[config.mk]
export PLATFORM = sky130hd
export DESIGN_NAME = bbe_ctrl
export DESIGN_NICKNAME = d
export VERILOG_FILES = /design/src/bbe_pkg.sv /design/src/bbe_ctrl.sv
export SDC_FILE = /design/constraint.sdc
export NUM_CORES = 1
export LEC_CHECK = 0
export BUFFER_PORTS_ARGS = -buffer_cell sky130_fd_sc_hd__buf_2
export CAP_MARGIN = 10
export CORE_MARGIN = 3
export CORE_UTILIZATION = 52
export DETAILED_ROUTE_END_ITERATION = 8
export PLACE_DENSITY = 0.84
export SLEW_MARGIN = 0
export SYNTH_ARGS = -nofsm -noshare
export SYNTH_HDL_FRONTEND = slang
export SYNTH_SLANG_ARGS = --single-unit
[constraint.sdc]
create_clock -name clk_i -period 6 [get_ports clk_i]
set_clock_uncertainty 0.1 [all_clocks]
set_input_delay 1.2 -clock clk_i [delete_from_list [all_inputs] [get_ports clk_i]]
set_output_delay 1.2 -clock clk_i [all_outputs]
set_load 0.1 [all_outputs]
[src/bbe_pkg.sv]
// Shared types, constants and the reciprocal table of the band equaliser.
`default_nettype none
package bbe_pkg;

  localparam int unsigned MAX_BANDS = 32;
  localparam int unsigned IDX_W     = 5;
  localparam int unsigned CNT_W     = 6;
  localparam int unsigned SMP_W     = 16;
  localparam int unsigned COEF_W    = 20;
  localparam int unsigned ACC_W     = 40;
  localparam int unsigned RECIP_W   = 22;
  localparam int unsigned RECIP_SH  = 21;

  typedef enum logic [3:0] {
    ST_IDLE, ST_SCAN, ST_MB, ST_MA1, ST_MA2, ST_ACC, ST_SAT, ST_DIV, ST_SUM, ST_OUT
  } state_e;

  typedef enum logic {
    OP_SAMPLE = 1'b0,
    OP_WRITE  = 1'b1
  } op_e;

  typedef struct packed {
    logic             start;    // sample request taken
    logic             wr;       // coefficient request taken
    logic             rd;       // read band coefs and history
    logic             mul_b;
    logic             mul_a1;
    logic             mul_a2;
    logic             acc_end;
    logic             sat;
    logic             div;
    logic             sum;
    logic             out_load;
    logic [IDX_W-1:0] idx;
  } cmd_t;

  typedef struct packed {
    logic band_en;
    logic count_zero;
  } sts_t;

  // ceil(2^21 / c): exact quotient for |y| <= 32768 and c <= 32
  function automatic logic [RECIP_W-1:0] recip(input logic [CNT_W-1:0] c);
    logic [RECIP_W-1:0] r;
    unique case (c)
      6'd1:  r = 22'd2097152;
      6'd2:  r = 22'd1048576;
      6'd3:  r = 22'd699051;
      6'd4:  r = 22'd524288;
      6'd5:  r = 22'd419431;
      6'd6:  r = 22'd349526;
      6'd7:  r = 22'd299594;
      6'd8:  r = 22'd262144;
      6'd9:  r = 22'd233017;
      6'd10: r = 22'd209716;
      6'd11: r = 22'd190651;
      6'd12: r = 22'd174763;
      6'd13: r = 22'd161320;
      6'd14: r = 22'd149797;
      6'd15: r = 22'd139811;
      6'd16: r = 22'd131072;
      6'd17: r = 22'd123362;
      6'd18: r = 22'd116509;
      6'd19: r = 22'd110377;
      6'd20: r = 22'd104858;
      6'd21: r = 22'd99865;
      6'd22: r = 22'd95326;
      6'd23: r = 22'd91181;
      6'd24: r = 22'd87382;
      6'd25: r = 22'd83887;
      6'd26: r = 22'd80660;
      6'd27: r = 22'd77673;
      6'd28: r = 22'd74899;
      6'd29: r = 22'd72316;
      6'd30: r = 22'd69906;
      6'd31: r = 22'd67651;
      6'd32: r = 22'd65536;
      default: r = '0;
    endcase
    return r;
  endfunction

endpackage
`default_nettype wire

[src/bbe_ctrl.sv]
// Controller: request handshakes and the per-band sequencing state machine.
`default_nettype none
module bbe_ctrl import bbe_pkg::*; #(
  parameter int unsigned BAND_COUNT = 31
) (
  input  wire logic clk_i,
  input  wire logic rst_ni,
  input  wire logic s_valid_i,
  output logic      s_ready_o,
  input  wire logic op_i,
  output logic      m_valid_o,
  input  wire logic m_ready_i,
  input  wire sts_t sts_i,
  output cmd_t      cmd_o
);

  state_e state_q, state_d;
  logic [CNT_W-1:0] idx_q, idx_d;
  logic m_valid_q, m_valid_d;
  logic take, idx_end;

  assign s_ready_o = (state_q == ST_IDLE);
  assign take      = s_valid_i && s_ready_o;
  assign idx_end   = (32'(idx_q) >= BAND_COUNT);
  assign m_valid_o = m_valid_q;

  always_comb begin
    state_d = state_q;
    idx_d   = idx_q;
    cmd_o   = '0;
    cmd_o.idx = idx_q[IDX_W-1:0];
    unique case (state_q)
      ST_IDLE: begin
        if (take && op_e'(op_i) == OP_WRITE) begin
          cmd_o.wr = 1'b1;
        end else if (take) begin
          cmd_o.start = 1'b1;
          idx_d   = '0;
          state_d = sts_i.count_zero ? ST_OUT : ST_SCAN;
        end
      end
      ST_SCAN: begin
        if (idx_end) begin
          state_d = ST_OUT;
        end else if (sts_i.band_en) begin
          cmd_o.rd = 1'b1;
          state_d  = ST_MB;
        end else begin
          idx_d = idx_q + 1'b1;
        end
      end
      ST_MB:  begin cmd_o.mul_b   = 1'b1; state_d = ST_MA1; end
      ST_MA1: begin cmd_o.mul_a1  = 1'b1; state_d = ST_MA2; end
      ST_MA2: begin cmd_o.mul_a2  = 1'b1; state_d = ST_ACC; end
      ST_ACC: begin cmd_o.acc_end = 1'b1; state_d = ST_SAT; end
      ST_SAT: begin cmd_o.sat     = 1'b1; state_d = ST_DIV; end
      ST_DIV: begin cmd_o.div     = 1'b1; state_d = ST_SUM; end
      ST_SUM: begin
        cmd_o.sum = 1'b1;
        idx_d   = idx_q + 1'b1;
        state_d = ST_SCAN;
      end
      ST_OUT: begin
        if (!m_valid_q || m_ready_i) begin
          cmd_o.out_load = 1'b1;
          state_d = ST_IDLE;
        end
      end
      default: state_d = ST_IDLE;
    endcase
    m_valid_d = cmd_o.out_load ? 1'b1 : (m_ready_i ? 1'b0 : m_valid_q);
  end

  always_ff @(posedge clk_i or negedge rst_ni) begin
    if (!rst_ni) begin
      state_q   <= ST_IDLE;
      idx_q     <= '0;
      m_valid_q <= 1'b0;
    end else begin
      state_q   <= state_d;
      idx_q     <= idx_d;
      m_valid_q <= m_valid_d;
    end
  end

  assert property (@(posedge clk_i) disable iff (!rst_ni)
    cmd_o.out_load |-> (!m_valid_q || m_ready_i))
    else $error("result overwritten before taken");
  assert property (@(posedge clk_i) disable iff (!rst_ni)
    (cmd_o.start && !sts_i.count_zero) |=> (state_q == ST_SCAN && idx_q == '0))
    else $error("band scan not started");
  assert property (@(posedge clk_i) disable iff (!rst_ni)
    cmd_o.rd |=> (state_q == ST_MB && $stable(idx_q)))
    else $error("band index moved during band work");

endmodule
`default_nettype wire

==> out/summary.md, run 1 <==
The flow ran to the end, and the final reports show no timing, DRC or antenna violations. The die covers 2005 um2. Summed over all nets, the half-perimeter wirelength after detailed placement is 1186 um. The synthesized design devotes to its leading area cell type 35.20% of total area.

TritonCTS built the clock tree. The worst register-to-register path ends at idx_q[4]. Entering global routing, the biggest net connects 15 pins.

The normalized max-slew margin was 32.19%; the number of global-route vias before repair was 618. The count of port buffers added during placement is 24, and the post-place instance area is 845.8 um2. Maximum fanout along the worst path: 5. Clock tree synthesis inserted a total of 3 buffers. The design area came out at 872.1 um2. The initial antenna violation count is 0. The area of the mapped netlist was 782.0 um2; the mean cell area of the mapped netlist was 8.409 um2. Yosys printed 0 warnings. Setup violations remaining at the end of the flow were counted as 0.

The clock net in this run drives a total of 11 sinks. The die is 44.78 um wide. At the end of the flow the core is filled with cells to 64.60%. The capture point of the worst path is cmd_o[15].

The total number of H-tree levels is 1. The critical path is of the in -> out type. In this run the standard cell core region covers 1350 um2. The final global-route overflow total was 0. The root buffer cell chosen for the clock tree is sky130_fd_sc_hd__clkbuf_4.

The logs give 1659 um for the final wirelength and 0 for the final hold violation count. The count of pins on the block boundary was 25; the share of the clock period used by the worst path after layout was 60.16%. The die span in y was 44.78 um. STA puts the critical path data required time at 4.70 ns. The worst setup path is launched from a primary input. Once the floorplan was initialized, standard cells occupied 57.92% of the core.

The post-detailed-route DRC marker count is 0, and the number of distinct library cells after synthesis is 36. The signal arrival time at the worst endpoint came out at 2.31 ns. The first routing iteration left 21 violations. Path category of the worst min-delay check: reg -> reg. Of the synthesized area, sequential elements account for 35.20%. The startpoint identified for the worst register-to-register timing path is idx_q[0]. The all-layer global routing usage is 18.46%.

Setup repair after global routing left no endpoint under its margin. The number of cells traversed by the worst register-to-register path is 5. Clock transition at the registers of the reported paths: 0.07 ns. Across all register-to-register paths, the minimum setup slack is 3.86 ns. Relative to the synthesized area, the layout overhead comes to 11.52%. The synthesized design spends more area on one cell type than any other, namely sky130_fd_sc_hd__dfrtp_1. Tracing the worst setup path back leads to its startpoint at op_i.

The share of post-route cells with drive strength above 1 was 26.85%. The logs give 0.27 ns for the source-to-sink clock delay at the later pin of the worst-skew pair and 0.2770 GHz for the maximum achievable frequency. After synthesis, the cell types taking the most area are sky130_fd_sc_hd__dfrtp_1 35%, sky130_fd_sc_hd__buf_4 5.8%, sky130_fd_sc_hd__o31ai_1 4.8%. Synthesis produced 93 cells.

The run gives 0.8237 as the last weighted congestion value of the routability-driven placer. Adding up every negative setup slack in the final design gives 0 ns. At the pin with the least slew margin, the transition time is 1.009 ns. Detailed routing inserted a total of 724 vias.

The worst path in the final design needs a cycle of 3.610 ns, including I/O delays and setup. Kind of end point of the critical path: an output port. The post-cts resize count is 0, and the global-route wire length before repair is 2677 um. The clock passes through at most 2 buffers. After synthesis the netlist holds a flip-flop and latch count of 11.

The remaining number of nets flagged by the antenna check after routing was 0; the average routed wire per standard cell was 13.49 um. Synthesis produced a netlist with a net count of 101. The floorplan has 13 rows.

For the number of detailed-routing iterations run before antenna repair, the log shows 4. Using the TritonRoute via totals, the vias-per-cell ratio works out to 5.886. The number of buffers added to fix hold violations after cts was 0. The final-report max-slew violation count came out at 0. For the worst hold slack across all endpoints, the log shows 0.4400 ns. Once the clock tree was built, the setup fixing pass inserted 0 buffers. The logs give 117 for the count of nets after finishing and 0 for the max-capacitance violation count. 0 antenna diodes ended up in the layout.
-- worst min path at each step --
| stage | start | to | slack, ns | depth (start not counted) |
|---|---|---|---|---|
| final | m_valid_o | m_valid_o | 0.44 | 2 |
| after global routing | idx_q[5] | idx_q[5] | 0.49 | 2 |
| after CTS | m_valid_o | m_valid_o | 0.45 | 2 |
| after detailed placement | m_valid_o | m_valid_o | 0.43 | 2 |
| after global placement | m_valid_o | m_valid_o | 0.42 | 2 |
| after floorplan | idx_q[5] | idx_q[5] | 0.42 | 2 |
-- registers in the layout, summed over array words and instances (netlist names) --
name       count
idx_q          6
state_q        4
m_valid_o      1
-- layer usage --
| layer | vias to the layer above | global-route usage (%) | routed length, um |
|---|---|---|---|
| li1 | 367 | - | - |
| met5 | - | 0 | 0 |
| met2 | 24 | 27.22 | 726 |
| met3 | 2 | 4.781 | 101 |
| met1 | 331 | 24.38 | 818 |
| met4 | 0 | 10.53 | 13 |
-- per-stage QoR --
| step | std cells | worst slack [ns] |
|---|---|---|
| after floorplan | 93 | 0.8454 |
| after global placement | 119 | 2.421 |
| after detailed placement | 119 | 2.400 |
| after CTS | 123 | 2.395 |
| after global routing | 123 | 2.322 |
| final | 123 | 2.390 |
-- critical path: stages --
cell and delay (ns):
sky130_fd_sc_hd__buf_2 0.10, sky130_fd_sc_hd__nor2b_1 0.21, sky130_fd_sc_hd__and2_0 0.31, sky130_fd_sc_hd__buf_2 0.48
-- layout by cell type (no fill, tap or decap), drive strengths merged, types with 2 or more instances in the layout --
cell type,count
a21oi,5
and2,2
and3,4
buf,24
clkbuf,4
dfrtp,11
inv,4
nand2,4
nand2b,2
nand3,3
nand3b,2
nor2,6
nor2b,3
nor3,3
nor4,2
nor4b,2
o21ai,5
o22ai,2
o31ai,5
or4,4
-- cell usage after synthesis --
master and n:
sky130_fd_sc_hd__dfrtp_1 11, sky130_fd_sc_hd__buf_4 6, sky130_fd_sc_hd__nor2_1 6, sky130_fd_sc_hd__a21oi_1 5
sky130_fd_sc_hd__o31ai_1 5, sky130_fd_sc_hd__and3_1 4, sky130_fd_sc_hd__clkbuf_1 4, sky130_fd_sc_hd__inv_1 4
sky130_fd_sc_hd__nand2_1 4, sky130_fd_sc_hd__o21ai_0 4, sky130_fd_sc_hd__or4_1 4, sky130_fd_sc_hd__nand3_1 3
sky130_fd_sc_hd__nor2b_1 3, sky130_fd_sc_hd__nor3_1 3, sky130_fd_sc_hd__buf_2 2, sky130_fd_sc_hd__nand2b_1 2
sky130_fd_sc_hd__nand3b_1 2, sky130_fd_sc_hd__nor4_1 2, sky130_fd_sc_hd__o22ai_1 2, sky130_fd_sc_hd__a211o_1 1
sky130_fd_sc_hd__a211oi_1 1, sky130_fd_sc_hd__a21o_1 1, sky130_fd_sc_hd__a221o_1 1, sky130_fd_sc_hd__a41o_1 1
sky130_fd_sc_hd__and2_0 1, sky130_fd_sc_hd__and2_1 1, sky130_fd_sc_hd__buf_6 1, sky130_fd_sc_hd__ha_1 1
sky130_fd_sc_hd__nand4_1 1, sky130_fd_sc_hd__nor3b_1 1, sky130_fd_sc_hd__nor4b_1 1, sky130_fd_sc_hd__nor4b_2 1
sky130_fd_sc_hd__o21a_1 1, sky130_fd_sc_hd__o21ai_1 1, sky130_fd_sc_hd__or2_1 1, sky130_fd_sc_hd__xor2_1 1
-- layout make-up --
type / instances / area, um2
repair buffers: 24 / 120.1
clock buffers: 4 / 26.28
fillers: 124 / 478.0
well taps: 15 / 18.77
multi-input cells: 65 / 416.7
inverters: 4 / 15.01
flip-flops and latches: 11 / 275.3
-- kinds of logic (layout without fill, tap and decap cells) --
group	count (synthesis)	count (layout)	share of synthesized area, %
AND/OR/NAND/NOR	40	40	30.40
buffers and inverters	17	32	12.32
adder cells (fa/ha/maj)	1	1	1.600
flip-flops	11	11	35.20
XOR/XNOR	1	1	1.120
AO/OA/AOI/OAI	23	23	19.36
Power of run 1 is not shown: default switching activity piles up to over one toggle a cycle in this logic, so the estimate is an artifact.
==> inputs of run 2 (changes only) <==
- ABC_AREA: default -> 1
- CORE_UTILIZATION: 52 -> 51
- PLACE_DENSITY: 0.84 -> 0.81
- clock period: 6 -> 3.4 ns (I/O delays scaled with it)
==> run 2 against run 1 <==
  * Synthesized cell count increased by 44%
  * Via count increased by 27%
  * Critical path depth increased by 3
  * Count of clock-buffer cells in the layout unchanged
  * Critical path type is now reg -> out
  * Largest cell class unchanged
==> out/summary.md, run 2 <==
The flow ran to the end, and the final reports show no timing, DRC or antenna violations. Count of nets after finishing: 164 (+40%). The library cell used as clock root buffer is sky130_fd_sc_hd__clkbuf_4. The clock transition at the registers of the reported paths is 0.08 ns (about the same). The final hold violation count came out at 0 (unchanged). TritonCTS built the clock tree. The via count is 920 (+27%). Pre-CTS setup slack: 0.9325 ns (-1.467 ns). Initial standard-cell utilization of the core: 56.51% (-1.4 points). The leading area contributor after synthesis is sky130_fd_sc_hd__dfrtp_1.

For the multi-input combinational cell area, the log shows 505.5 um2 (+21%). The cell count after synthesis was 134 (+44%). Setup repair after global routing left no endpoint under its margin. The global-route wire length before repair was 3118 um (+16%). The number of cells traversed by the worst register-to-register path came out at 9 (+4). The tools report the count of pins on the block boundary as 25 (unchanged). The worst setup margin was 0.6022 ns (-1.788 ns).

The number of detailed-routing iterations run before antenna repair is 4 (unchanged), and the met2 layer wire length in the routed design is 927 um (+28%). The number of buffers added to fix hold violations after cts came out at 0 (unchanged). The logs give 0 (unchanged) for the post-cts resize count and 890.9 um2 (+14%) for the area of the mapped netlist. The mean cell area of the mapped netlist was 6.648 um2 (-21%).

The flip-flop and latch count after synthesis was 11 (unchanged); the share of synthesized flip-flops with an asynchronous set or reset was 100.0% (unchanged). Number of distinct library cells after synthesis: 23 (-36%). The source-to-sink clock delay at the later pin of the worst-skew pair was 0.27 ns (about the same).

Leaving out fill and tap cells, the most frequent cells in the layout are 41 x sky130_fd_sc_hd__nand2_1, 24 x sky130_fd_sc_hd__buf_2, 17 x sky130_fd_sc_hd__nor2_1. The via density per instance came out at 5.380 (-8.6%). In this design, the critical path's most frequently occurring cell is sky130_fd_sc_hd__nor2_1.

Post-detailed-route DRC marker count: 0 (unchanged). The required time of the critical path was 2.62 ns (-2.08 ns). The worst reg-to-reg setup slack was 1.64 ns (-2.22 ns). The number of enable flip-flop cells after synthesis works out to 0 (unchanged).

The worst setup path is of the reg -> out kind. The worst-margin pin slew was 0.4938 ns (-0.5147 ns). The count of port buffers added during placement works out to 24 (unchanged).

Count of warnings emitted by yosys: 0 (unchanged). The aggregate negative setup slack was 0 ns (unchanged). Clock net sink count: 11 (unchanged).

The tools report the site row count as 14 (+1). By count the netlist is led by 41 x sky130_fd_sc_hd__nand2_1, 20 x sky130_fd_sc_hd__nor2_1, 16 x sky130_fd_sc_hd__inv_1. The share of post-route cells with drive strength above 1 was 26.45% (-0.40 points); the flip-flop count of the largest register, all copies and words added was 6 (unchanged). Walking the worst path, the cells encountered are ha_1 -> nand2_1 -> o21ai_0 -> nor2_1 -> inv_1 -> nor2_1 -> buf_2. Timing would allow up to 0.3574 GHz.

For the final-report max-slew violation count, the log shows 0 (unchanged). The commonest non-fill, non-tap cell in the layout was sky130_fd_sc_hd__nand2_1. The register containing the most flip-flops in the final layout was idx_q.

Among cell families on the critical path, the largest total delay comes from buffers and inverters. The HPWL after detailed placement is 1598 um (+35%). The run gives 0.8577 (+4.1%) as the last weighted congestion value of the routability-driven placer. STA classifies the critical path endpoint as an output port.

The slowest stage of the critical path is the sky130_fd_sc_hd__dfrtp_1 cell. The max-capacitance violation count was 0 (unchanged); the final global-route overflow total was 0 (unchanged). The die span in y came out at 47.80 um (+6.7%).

The remaining number of nets flagged by the antenna check after routing is 0 (unchanged), and the wire length on met3 is 142 um (+41%). The largest net degree at the start of global routing is 12 (-3), and the starting DRC count in detailed routing is 50 (+140%). The total number of H-tree levels is 1 (unchanged), and the share of the clock period used by the worst path after layout is 82.29%.

The area share of the leading cell type in the synthesized netlist was 30.90% (-4.3 points); the number of filler cells placed in the layout was 146 (+18%). The worst path buffer plus inverter count is 2 (unchanged). The worst-case clock buffer depth is 2 (unchanged). The tools report the worst flop-to-flop path startpoint as idx_q[0]. The tools report the clock buffer count from CTS as 3 (unchanged). The worst path in the final design needs a cycle of 2.798 ns, including I/O delays and setup.

The total routed wire length on the met1 layer was 937 um (+15%). The tools report the capture point of the worst reg-to-reg path as idx_q[1]. The number of global-route vias before repair was 770 (+25%). The flip-flop and latch area is 275.3 um2 (unchanged), and the relative area change from synthesis to final layout is 13.90%. The most instantiated library cell after synthesis is sky130_fd_sc_hd__nand2_1. The net count of the mapped netlist came out at 142 (+41%). In the synthesized netlist the dominant register cell turns out to be sky130_fd_sc_hd__dfrtp_1.

The normalized max-slew margin is 67.31% (+35 points). The maximum fanout along the worst path works out to 8 (+3). STA classifies the critical path startpoint as a flip-flop. The path category of the worst min-delay check is in -> async. The die span in x is 47.80 um (+6.7%). The all-layer global routing usage was 19.48% (+1.0 points); the number of post-CTS setup repair buffers was 0 (unchanged).

The tools report the final wirelength as 2050 um (+24%). Die footprint: 2284 um2 (+14%). The antenna diode count is 0 (unchanged), and the number of standard cells in the layout, taps in and fillers out is 171 (+39%).

The logs give 30.90% (-4.3 points) for the sequential cell area fraction in the yosys report and 167 (+40%) for the total placed cells including tap cells. For the initial antenna violation count, the log shows 0 (unchanged). By area the synthesized netlist is led by sky130_fd_sc_hd__dfrtp_1 31%, sky130_fd_sc_hd__nand2_1 17%, sky130_fd_sc_hd__nor2_1 8.4%. The average routed wire per standard cell is 11.99 um (-11%), and the signal arrival time at the worst endpoint is 2.02 ns (-0.29 ns). The count of final setup violators is 0 (unchanged). The delay of the slowest cell on the worst path works out to 0.46 ns (-0.02 ns). The top metal layer carrying routed signals was met4. Core region area: 1577 um2 (+17%).
run 2: logic make-up (layout without fill, tap and decap cells):
kind of cell,count (synthesis),in the layout,synth area share [%]
compound gates,10,10,6.321
xor+xnor,1,1,0.9833
fa+ha+maj,1,1,1.404
buf+inv,25,46,13.20
flops,11,11,30.90
simple gates,86,86,47.19
run 2: per-stage QoR:
step           hold WS [ns]  area (um2)  utilization (%)
6_report             0.1689        1015            64.37
5_1_grt              0.1755        1015            64.37
4_1_cts              0.1795        1015            64.37
3_5_place_dp         0.4356       988.4            62.70
3_3_place_gp         0.4180       988.4            62.70
2_1_floorplan        0.2844       898.4                -
run 2: per-layer routing:
layer	up-vias	track usage, %
met5	-	0
met4	0	6.989
met3	11	5.639
met2	42	31.93
met1	411	24.15
li1	456	-
run 2: worst max path at each step:
stage,end,depth (start not counted),slack [ns],start
2_1_floorplan,cmd_o[14],5,0.06,state_q[3]
3_3_place_gp,cmd_o[13],7,0.97,idx_q[0]
3_5_place_dp,cmd_o[13],7,0.93,idx_q[0]
4_1_cts,cmd_o[13],7,0.60,idx_q[0]
5_1_grt,cmd_o[13],7,0.40,idx_q[0]
6_report,cmd_o[13],7,0.60,idx_q[0]
run 2: area by class of cell:
cell class	instances	area share, %
Clock buffer	4	2.589
Inverter	18	6.658
Multi-Input combinational cell	98	49.82
Sequential cell	11	27.13
Tap cell	16	1.973
Timing Repair Buffer	24	11.84
Power of run 2 is left out for the same reason.
